===== config.mk =====
export PLATFORM = sky130hd
export DESIGN_NAME = json_string_unescape_utf8_core_flat
export DESIGN_NICKNAME = d
export VERILOG_FILES = /design/src/jsu_pkg.sv /design/src/jsu_if.sv /design/src/jsu_decode.sv /design/src/json_string_unescape_utf8_core.sv /design/src/flat_wrapper.sv
export SDC_FILE = /design/constraint.sdc
export NUM_CORES = 1
export LEC_CHECK = 0
export ABC_AREA = 1
export ABC_CLOCK_PERIOD_IN_PS = 3300
export BUFFER_PORTS_ARGS = -buffer_cell sky130_fd_sc_hd__buf_2
export CAP_MARGIN = 20
export CORE_MARGIN = 1
export CORE_UTILIZATION = 35
export DETAILED_ROUTE_END_ITERATION = 16
export PLACE_DENSITY = 0.61
export SETUP_SLACK_MARGIN = 0.4
export SYNTH_ARGS = -nofsm -noshare
export SYNTH_HDL_FRONTEND = slang
export SYNTH_SLANG_ARGS = --single-unit

===== constraint.sdc =====
create_clock -name i_clk -period 3.3 [get_ports i_clk]
set_clock_uncertainty 0.15 [all_clocks]
set_input_delay 0.33 -clock i_clk [delete_from_list [all_inputs] [get_ports i_clk]]
set_output_delay 0.33 -clock i_clk [all_outputs]
set_load 0.01 [all_outputs]

===== src/jsu_pkg.sv =====
// shared types and constants of the json string unescaper
// no dependencies
`default_nettype none

package jsu_pkg;

    localparam int unsigned MaxRes = 4;

    // result kinds
    localparam logic [1:0] KIND_DATA = 2'd0;
    localparam logic [1:0] KIND_END  = 2'd1;
    localparam logic [1:0] KIND_ERR  = 2'd2;

    // error codes
    localparam logic [2:0] ERR_MISSING_QUOTE = 3'd0;
    localparam logic [2:0] ERR_BAD_CHAR      = 3'd1;
    localparam logic [2:0] ERR_BAD_ESCAPE    = 3'd2;
    localparam logic [2:0] ERR_BAD_HEX       = 3'd3;
    localparam logic [2:0] ERR_BAD_SURR      = 3'd4;

    // characters
    localparam logic [7:0] CH_QUOTE = 8'h22;
    localparam logic [7:0] CH_BSL   = 8'h5C;
    localparam logic [7:0] CH_SPACE = 8'h20;
    localparam logic [7:0] CH_NUL   = 8'h00;
    localparam logic [7:0] CH_U     = 8'h75;

    // group of results caused by one input item
    typedef struct packed {
        logic [MaxRes-1:0][7:0] bytes;
        logic [2:0]             cnt;
        logic [1:0]             kind;
        logic [2:0]             err;
    } t_grp;

endpackage

`default_nettype wire


===== src/jsu_if.sv =====
// valid/ready channel interfaces for input bytes and result items
// no dependencies
`default_nettype none

interface jsu_in_if;
    logic       valid;
    logic       ready;
    logic [7:0] in_byte;

    modport source (output valid, output in_byte, input ready);
    modport sink   (input valid, input in_byte, output ready);
endinterface

interface jsu_out_if;
    logic       valid;
    logic       ready;
    logic [7:0] out_byte;
    logic [1:0] kind;
    logic [2:0] error_code;
    logic       last;

    modport source (output valid, output out_byte, output kind, output error_code,
                    output last, input ready);
    modport sink   (input valid, input out_byte, input kind, input error_code,
                    input last, output ready);
endinterface

`default_nettype wire


===== src/jsu_decode.sv =====
// escape state machine and utf-8 encoder: one input byte to a group of results
// depends on jsu_pkg
`default_nettype none

module jsu_decode
    import jsu_pkg::*;
(
    input  wire logic       i_clk,
    input  wire logic       i_rst_n,
    input  wire logic       i_accept,
    input  wire logic [7:0] i_byte,
    output t_grp            o_grp
);

    typedef enum logic [5:0] {
        PH_PLAIN   = 6'b000001,
        PH_ESC     = 6'b000010,
        PH_HEX     = 6'b000100,
        PH_WANT_BS = 6'b001000,
        PH_WANT_U  = 6'b010000,
        PH_LOW     = 6'b100000
    } t_phase;

    t_phase      r_phase, n_phase;
    logic [1:0]  r_dig, n_dig;
    logic [15:0] r_acc, n_acc;
    logic [9:0]  r_high, n_high;

    logic        hex_ok;
    logic [3:0]  hex_val;
    logic [15:0] acc_next;
    logic [20:0] cp_pair;

    function automatic t_grp enc_utf8(input logic [20:0] u);
        t_grp g;
        g = '0;
        g.kind = KIND_DATA;
        g.err  = ERR_MISSING_QUOTE;
        if (u <= 21'h7F) begin
            g.bytes[0] = u[7:0];
            g.cnt      = 3'd1;
        end else if (u <= 21'h7FF) begin
            g.bytes[0] = 8'hC0 | {3'b000, u[10:6]};
            g.bytes[1] = 8'h80 | {2'b00, u[5:0]};
            g.cnt      = 3'd2;
        end else if (u <= 21'hFFFF) begin
            g.bytes[0] = 8'hE0 | {4'b0000, u[15:12]};
            g.bytes[1] = 8'h80 | {2'b00, u[11:6]};
            g.bytes[2] = 8'h80 | {2'b00, u[5:0]};
            g.cnt      = 3'd3;
        end else begin
            g.bytes[0] = 8'hF0 | {5'b00000, u[20:18]};
            g.bytes[1] = 8'h80 | {2'b00, u[17:12]};
            g.bytes[2] = 8'h80 | {2'b00, u[11:6]};
            g.bytes[3] = 8'h80 | {2'b00, u[5:0]};
            g.cnt      = 3'd4;
        end
        return g;
    endfunction

    function automatic t_grp one_res(input logic [7:0] b, input logic [1:0] k,
                                     input logic [2:0] e);
        t_grp g;
        g = '0;
        g.bytes[0] = b;
        g.cnt      = 3'd1;
        g.kind     = k;
        g.err      = e;
        return g;
    endfunction

    // hex digit decode
    always_comb begin
        hex_ok  = 1'b1;
        hex_val = 4'd0;
        if (i_byte >= 8'h30 && i_byte <= 8'h39) begin
            hex_val = 4'(i_byte - 8'h30);
        end else if (i_byte >= 8'h41 && i_byte <= 8'h46) begin
            hex_val = 4'(i_byte - 8'h37);
        end else if (i_byte >= 8'h61 && i_byte <= 8'h66) begin
            hex_val = 4'(i_byte - 8'h57);
        end else begin
            hex_ok = 1'b0;
        end
    end

    assign acc_next = {r_acc[11:0], hex_val};
    // surrogate pair: 0x10000 + (high << 10) + low bits
    assign cp_pair  = 21'h10000 + {1'b0, r_high, acc_next[9:0]};

    always_comb begin
        n_phase = r_phase;
        n_dig   = r_dig;
        n_acc   = r_acc;
        n_high  = r_high;
        o_grp   = '0;
        case (r_phase)
            PH_ESC: begin
                n_phase = PH_PLAIN;
                case (i_byte)
                    8'h22: o_grp = one_res(8'h22, KIND_DATA, ERR_MISSING_QUOTE);
                    8'h5C: o_grp = one_res(8'h5C, KIND_DATA, ERR_MISSING_QUOTE);
                    8'h2F: o_grp = one_res(8'h2F, KIND_DATA, ERR_MISSING_QUOTE);
                    8'h62: o_grp = one_res(8'h08, KIND_DATA, ERR_MISSING_QUOTE);
                    8'h66: o_grp = one_res(8'h0C, KIND_DATA, ERR_MISSING_QUOTE);
                    8'h6E: o_grp = one_res(8'h0A, KIND_DATA, ERR_MISSING_QUOTE);
                    8'h72: o_grp = one_res(8'h0D, KIND_DATA, ERR_MISSING_QUOTE);
                    8'h74: o_grp = one_res(8'h09, KIND_DATA, ERR_MISSING_QUOTE);
                    8'h75: begin
                        n_phase = PH_HEX;
                        n_dig   = 2'd0;
                        n_acc   = '0;
                    end
                    default: o_grp = one_res(8'h00, KIND_ERR, ERR_BAD_ESCAPE);
                endcase
            end
            PH_HEX: begin
                if (!hex_ok) begin
                    o_grp   = one_res(8'h00, KIND_ERR, ERR_BAD_HEX);
                    n_phase = PH_PLAIN;
                end else begin
                    n_acc = acc_next;
                    if (r_dig != 2'd3) begin
                        n_dig = r_dig + 2'd1;
                    end else if (acc_next >= 16'hD800 && acc_next <= 16'hDBFF) begin
                        n_high  = acc_next[9:0];
                        n_phase = PH_WANT_BS;
                    end else begin
                        o_grp   = enc_utf8({5'b00000, acc_next});
                        n_phase = PH_PLAIN;
                    end
                end
            end
            PH_WANT_BS: begin
                if (i_byte != CH_BSL) begin
                    o_grp   = one_res(8'h00, KIND_ERR, ERR_BAD_SURR);
                    n_phase = PH_PLAIN;
                end else begin
                    n_phase = PH_WANT_U;
                end
            end
            PH_WANT_U: begin
                if (i_byte != CH_U) begin
                    o_grp   = one_res(8'h00, KIND_ERR, ERR_BAD_SURR);
                    n_phase = PH_PLAIN;
                end else begin
                    n_phase = PH_LOW;
                    n_dig   = 2'd0;
                    n_acc   = '0;
                end
            end
            PH_LOW: begin
                if (!hex_ok) begin
                    o_grp   = one_res(8'h00, KIND_ERR, ERR_BAD_SURR);
                    n_phase = PH_PLAIN;
                end else begin
                    n_acc = acc_next;
                    if (r_dig != 2'd3) begin
                        n_dig = r_dig + 2'd1;
                    end else if (acc_next[15:10] != 6'b110111) begin
                        o_grp   = one_res(8'h00, KIND_ERR, ERR_BAD_SURR);
                        n_phase = PH_PLAIN;
                    end else begin
                        o_grp   = enc_utf8(cp_pair);
                        n_phase = PH_PLAIN;
                    end
                end
            end
            default: begin
                // plain text
                n_phase = PH_PLAIN;
                if (i_byte == CH_QUOTE) begin
                    o_grp = one_res(8'h00, KIND_END, ERR_MISSING_QUOTE);
                end else if (i_byte == CH_BSL) begin
                    n_phase = PH_ESC;
                end else if (i_byte == CH_NUL) begin
                    o_grp = one_res(8'h00, KIND_ERR, ERR_MISSING_QUOTE);
                end else if (i_byte < CH_SPACE) begin
                    o_grp = one_res(8'h00, KIND_ERR, ERR_BAD_CHAR);
                end else begin
                    o_grp = one_res(i_byte, KIND_DATA, ERR_MISSING_QUOTE);
                end
            end
        endcase
    end

    always_ff @(posedge i_clk) begin
        if (!i_rst_n) begin
            r_phase <= PH_PLAIN;
            r_dig   <= 2'd0;
            r_acc   <= '0;
            r_high  <= '0;
        end else if (i_accept) begin
            r_phase <= n_phase;
            r_dig   <= n_dig;
            r_acc   <= n_acc;
            r_high  <= n_high;
        end
    end

endmodule

`default_nettype wire


===== src/json_string_unescape_utf8_core.sv =====
// json string body unescaper with utf-8 output: top level
// depends on jsu_pkg, jsu_if and jsu_decode
//
// usage:
//   i_in carries raw bytes of a json string body, starting after the opening
//   quote. o_out carries result items: decoded utf-8 data bytes, a string-end
//   marker on the closing quote, or an error. last marks the final item
//   caused by one input byte.
//   an input byte is decoded in the cycle it is accepted and its results
//   (0 to 4 items) sit in the result register from the next cycle on.
//   throughput: one byte per cycle while each byte gives at most one result
//   and the receiver is ready; a byte with n results holds the input until
//   its last result is taken, as the result register drains one item per
//   cycle on the output port while the receiver is ready. bytes with no result
//   (opening backslash, u, hex digits ending no character) leave input free.
//   the next byte is taken in the same cycle the last queued item leaves.
//   reset (synchronous, active low) returns to plain text and empties the
//   result register. a stalled receiver holds the current item stable;
//   input is taken again once the last pending item is accepted.
`default_nettype none

module json_string_unescape_utf8_core
    import jsu_pkg::*;
(
    input  wire logic  i_clk,
    input  wire logic  i_rst_n,
    jsu_in_if.sink     i_in,
    jsu_out_if.source  o_out
);

    t_grp       grp;
    t_grp       r_grp;
    logic [2:0] r_cnt;
    logic [1:0] r_idx;
    logic       accept;
    logic       out_fire;

    assign out_fire   = o_out.valid && o_out.ready;
    // free when empty or when the last pending item leaves now
    assign i_in.ready = (r_cnt == 3'd0) || (r_cnt == 3'd1 && o_out.ready);
    assign accept     = i_in.valid && i_in.ready;

    jsu_decode u_decode (
        .i_clk   (i_clk),
        .i_rst_n (i_rst_n),
        .i_accept(accept),
        .i_byte  (i_in.in_byte),
        .o_grp   (grp)
    );

    always_ff @(posedge i_clk) begin
        if (!i_rst_n) begin
            r_cnt <= 3'd0;
            r_idx <= 2'd0;
        end else if (accept) begin
            r_cnt <= grp.cnt;
            r_idx <= 2'd0;
        end else if (out_fire) begin
            r_cnt <= r_cnt - 3'd1;
            r_idx <= r_idx + 2'd1;
        end
    end

    always_ff @(posedge i_clk) begin
        if (accept) begin
            r_grp <= grp;
        end
    end

    assign o_out.valid      = (r_cnt != 3'd0);
    assign o_out.out_byte   = r_grp.bytes[r_idx];
    assign o_out.kind       = r_grp.kind;
    assign o_out.error_code = r_grp.err;
    assign o_out.last       = (r_cnt == 3'd1);

endmodule

`default_nettype wire


===== src/flat_wrapper.sv =====
// flat-port wrapper written by rule: the top's interface ports become plain ports
module json_string_unescape_utf8_core_flat import jsu_pkg::*;
  (i_clk, i_rst_n, i_in_valid, i_in_in_byte, i_in_ready, o_out_valid, o_out_out_byte, o_out_kind, o_out_error_code, o_out_last, o_out_ready);
  jsu_in_if i_in_i ();
  jsu_out_if o_out_i ();
  input  wire logic i_clk;
  input  wire logic i_rst_n;
  input wire logic [$bits(i_in_i.valid)-1:0] i_in_valid;
  input wire logic [$bits(i_in_i.in_byte)-1:0] i_in_in_byte;
  output wire logic [$bits(i_in_i.ready)-1:0] i_in_ready;
  output wire logic [$bits(o_out_i.valid)-1:0] o_out_valid;
  output wire logic [$bits(o_out_i.out_byte)-1:0] o_out_out_byte;
  output wire logic [$bits(o_out_i.kind)-1:0] o_out_kind;
  output wire logic [$bits(o_out_i.error_code)-1:0] o_out_error_code;
  output wire logic [$bits(o_out_i.last)-1:0] o_out_last;
  input wire logic [$bits(o_out_i.ready)-1:0] o_out_ready;
  assign i_in_i.valid = i_in_valid;
  assign i_in_i.in_byte = i_in_in_byte;
  assign i_in_ready = i_in_i.ready;
  assign o_out_valid = o_out_i.valid;
  assign o_out_out_byte = o_out_i.out_byte;
  assign o_out_kind = o_out_i.kind;
  assign o_out_error_code = o_out_i.error_code;
  assign o_out_last = o_out_i.last;
  assign o_out_i.ready = o_out_ready;
  json_string_unescape_utf8_core u_core (.i_clk(i_clk), .i_rst_n(i_rst_n), .i_in(i_in_i), .o_out(o_out_i));
endmodule

======== Word level (Yosys, flattened, before mapping) ========
Index checks and enable logic that the tools add are counted.
Widths: inputs -> output; s select.
word-level totals
  input port bits ......................... 12
  output and inout port bits .............. 16
  register bits ........................... 72
  logic and storage cells ................. 134
cells by class
  reductions and logical operators ........ 19
  $add $sub $neg .......................... 7
  order comparisons ....................... 15
  bitwise operators ....................... 2
  equal/unequal tests ..................... 25
  multiplexer cells ....................... 54
operators with widths
  kind                    count
  $mux 40                 6
  $pmux 40 s5             1
  $pmux 15 s9             1
  $mux 16                 5
  $eq 8x7->1 const B      7
  $mux 24                 2
  $mux 6                  7
  $mux 12                 3
  $pmux 12 s3             1
  $pmux 6 s5              1
  $mux 25                 1
  $mux 8                  3
  $mux 11                 2
  $add 17x20->21 const A  1
  $le 21x11->1 const B    1
  $le 21x16->1 const B    1
  $le 21x7->1 const B     1
  $mux 19                 1
  $mux 17                 1
  $bmux 8 s2              1
  $eq 8x6->1 const B      2
  $ge 16x16->1 const B    1
  $ge 8x7->1 const B      2
  $le 16x11->1 const B    1
  39 further kinds        69

======== Logic depth before layout (Yosys ltp) ========
  word-level depth ........................ 15
  depth in mapped cells ................... 23
  depth with buffers taken out ............ 23

======== Hierarchy ========
A second synthesis with hierarchy kept.
unflattened totals
  cell total of the unflattened synthesis .. 693
  area, all modules ....................... 5097.4 µm²
by module, submodules not included
  module                          cells an instance  area each (µm²)  seq. area each (µm²)  instances
  jsu_decode                      555                3372.0           600.6                 1
  json_string_unescape_utf8_core  138                1725.4           1211.2                1

======== Worst setup path after synthesis ========
No wires, ideal clock.
  kind .................................... input-to-reg
  start point ............................. input port i_in_in_byte[0]
  end point ............................... register u_core.r_grp[9] in the netlist's numbering, data pin
  stages .................................. 22
  path slack .............................. 769 ps
  path buffers ............................ 0
  data required time ...................... 2890 ps
  arrival ................................. 2121 ps
  library setup time ...................... 260 ps
  cell sequence ........................... inv_1 -> ha_1 -> inv_1 -> nand2_1 -> nand2_1 -> nand2_2 -> nand2_4 -> nand2_1 -> nand2_1 -> nand2_1 -> inv_2 -> nand2_4 -> nor2_8 -> nand4_1 -> nand2_2 -> nand2_4 -> nor2_8 -> nand2_1 -> nand3_1 -> nand2_1 -> nand2_1 -> nand3_1
RTL lines
  element               line                                  source
  start, declared       flat_wrapper.sv:9                     input wire logic [$bits(i_in_i.in_byte)-1:0] i_in_in_byte;
  end signal, assigned  json_string_unescape_utf8_core.sv:66  r_grp <= grp;
  end, declared         json_string_unescape_utf8_core.sv:32  t_grp r_grp;

==> impl_metrics.yaml <==
timing:
  relSlewSlack_pct: 54.2
  rsz0062_at_grt: "no"
  min_period_over_period_pct: 84.2
  min_period_ns: 2.78
  hold_viol_final: 0
  worstMarginPinSlew_ns: 0.686
  max_freq_ghz: 0.360
  final-setup-viol-count: 0
  finalMaxSlewViolations: 0
  setup_tns_ns: 0
floorplanning:
  num_rows: 41
  initial_utilization_pct: 36.5
  die_y_um: 118
  die_area_um2: 13900
  coreArea_um2: 12900
  num_io_pins: 28
  dieWidth_um: 118
routing:
  wl_mm: 14.6
  vias: 4640
  wire_per_inst_um: 17.1
  dr.pass1.iters: 5
  via_per_inst: 5.42
  drtIter0Drc: 431
  ant_nets: 0
  drc: 0
synthesis:
  synthTopCellsByCount: "nand2_1 (104), nor2_1 (86), inv_1 (80), o21ai_0 (51), a21oi_1 (45)"
  synth_most_common_cell: "nand2_1"
  synthTopCellsByArea: "edfxtp_1 (22%), dfxtp_1 (15%), nand2_1 (8.3%)"
  synth_edf_count: 34
  ys_types: 43
  async_flop_share_pct: 0
  syn_avg_cell_area_um2: 7.29
  synth_top_area_share_pct: 21.7
  yosysTopAreaCell: "edfxtp_1"
  synth_flop_cell: "dfxtp_1"
  ys_seq_area_share_pct: 36.6
  syn_nets: 667
  syn_inst: 645
  synth_seq_cells: 69
  netlist_area_um2: 4700
  ys.warnings.count: 0
global_routing:
  antenna_found_initial: 0
  grt_pass1_wl_mm: 23.4
  gr-total-overflow: 0
  grt_max_degree: 30
  grtUsageTotal_pct: 21.8
  first_global_vias: 4323
final_layout:
  drive_above_1_share_pct: 17.1
  nFillCells: 1328
  syn_to_final_growth_pct: 14.9
  final_cell_count_no_fill: 856
  n_antenna_cell: 0
  postLayoutCoreUtil_pct: 41.9
  nNetsFinal: 701
min_path:
  min_from: "o_out_ready"
  hold_path_class: "in -> reg"
  min_to: "u_core.r_idx[0]"
  hold_path_depth: 3
clock_tree:
  cts_buffer_depth: 2
  clk_pin_slew_ns: 0.06
  tritoncts: "built"
  cts-root-buf: "clkbuf_16"
  clk_latency_ns: 0.34
  cts_buffers: 9
  htreeDepth: 3
  cts_num_sinks: 69
power_and_ir_drop:
  leakagePower_nw: 2.27
  vdd_ir_drop_max_mv: 0.217
  powerDensity_nw_per_um2: 581
setup_path:
  reg2reg_depth: 13
  critPathMaxFanout: 10
  startpoint: "i_in_in_byte[0]"
  r2r_slack_ns: 0.55
  path_class: "in -> reg"
  critPathLaunchType: "input port"
  end_kind: "flip-flop"
  r2r_start: "u_core.u_decode.r_high[6]"
  worstPathArrival_ns: 2.71
  crit_required_ns: 3.23
  r2r_end: "u_core.r_grp[27]"
placement:
  place_congestion: 0.934
  port_buffers: 27
  dpl.hpwl_mm: 11.3
  dp.cells: 831
outcome:
  run_status: "complete, no violations"
flow_run:
  max-cap-violations: 0
## critical path, stage by stage
cell     delay (ns)
buf_2          0.15
inv_2          0.09
ha_1           0.25
inv_1          0.08
nand2_1        0.05
nand2_1        0.08
nand2_2        0.08
nand2_4        0.10
nand2_1        0.05
nand2_1        0.05
nand2_1        0.08
inv_2          0.11
nand3_1        0.09
nor2_1         0.16
nand4_1        0.22
nand2_8        0.22
nor2_8         0.07
buf_4          0.14
a21oi_1        0.20
o22ai_1        0.12
## what timing repair did
item | in CTS | in global routing
buffers inserted | 0 | 9
hold buffers | 0 | 0
resized for setup | 0 | 4
setup endpoints to repair | 0 | 20
## worst max-delay path by stage
stage	end	slack (ns)	depth (start not counted)
2_1_floorplan	u_core.r_grp[9]	0.77	22
3_3_place_gp	u_core.r_grp[16]	0.24	20
3_5_place_dp	u_core.r_grp[8]	0.16	22
4_1_cts	u_core.r_grp[8]	0.52	22
5_1_grt	u_core.r_grp[8]	0.40	23
6_report	u_core.r_grp[27]	0.52	20
## layout by cell type, fill, tap and decap left out, drive strengths merged, types with 2 or more instances in the layout
cell type    n
ha          10
clkbuf      11
nor2        94
o22ai       15
inv         96
o221ai       3
o2111ai      3
nor4         5
dfxtp       35
a211oi      17
edfxtp      34
clkinvlp     2
buf         44
nand2      120
a21oi       48
nor3        11
o211ai       3
nand3b       2
bufinv       2
clkinv       2
nand3       42
xor2         3
o21ai       63
nand4       14
## per-stage QoR
stage,hold WS (ns),power [mW],setup WS [ns],cell area (um2)
6_report,0.189,3.14,0.520,5400
5_1_grt,0.215,3.33,0.404,5400
3_5_place_dp,0.309,2.13,0.160,4990
4_1_cts,0.184,3.16,0.520,5310
2_1_floorplan,0.279,1.83,0.769,4700
3_3_place_gp,0.288,2.11,0.238,4990
## where the power goes
part / leakage [nW] / switching [mW] / internal [mW]
Combinational: 1.51 / 0.643 / 0.283
Clock: 0.149 / 0.358 / 0.660
Sequential: 0.612 / 0.0744 / 1.12
Total: 2.27 / 1.07 / 2.06
## sequential cells by signal (all words and copies together), names as in the netlist
signal,cells
u_core.r_grp,29
u_core.u_decode.r_acc,12
u_core.u_decode.r_high,10
u_core.u_decode.r_phase,6
u_core.o_out.error_code,3
u_core.r_cnt,3
u_core.o_out.kind,2
u_core.r_idx,2
u_core.u_decode.r_dig,2
## logic make-up (layout without fill, tap and decap cells)
group,count (synthesis),count (layout),synth area share [%]
xor+xnor,4,4,0.746
fa+ha+maj,10,10,2.66
simple gates,290,290,30.5
buf+inv,118,157,10.4
compound gates,154,154,19.1
flops,69,69,36.6
## cell type report
| class | count | area (um2) | area share (%) |
|---|---|---|---|
| Tap cell | 172 | 215 | 3.99 |
| Multi-Input combinational cell | 458 | 2500 | 46.4 |
| Inverter | 96 | 365 | 6.77 |
| Timing Repair Buffer | 45 | 273 | 5.05 |
| Sequential cell | 69 | 1720 | 31.9 |
| Clock inverter | 6 | 88.8 | 1.65 |
| Clock buffer | 10 | 229 | 4.24 |
## per-layer routing
metal	share of wire [%]	up-vias	track usage, %
li1	-	2245	-
met1	45	2138	30.2
met2	44	220	33.5
met3	8.2	37	4.02
met4	2.7	0	8.09
met5	0	-	0
(Power assumes the default switching activity.)
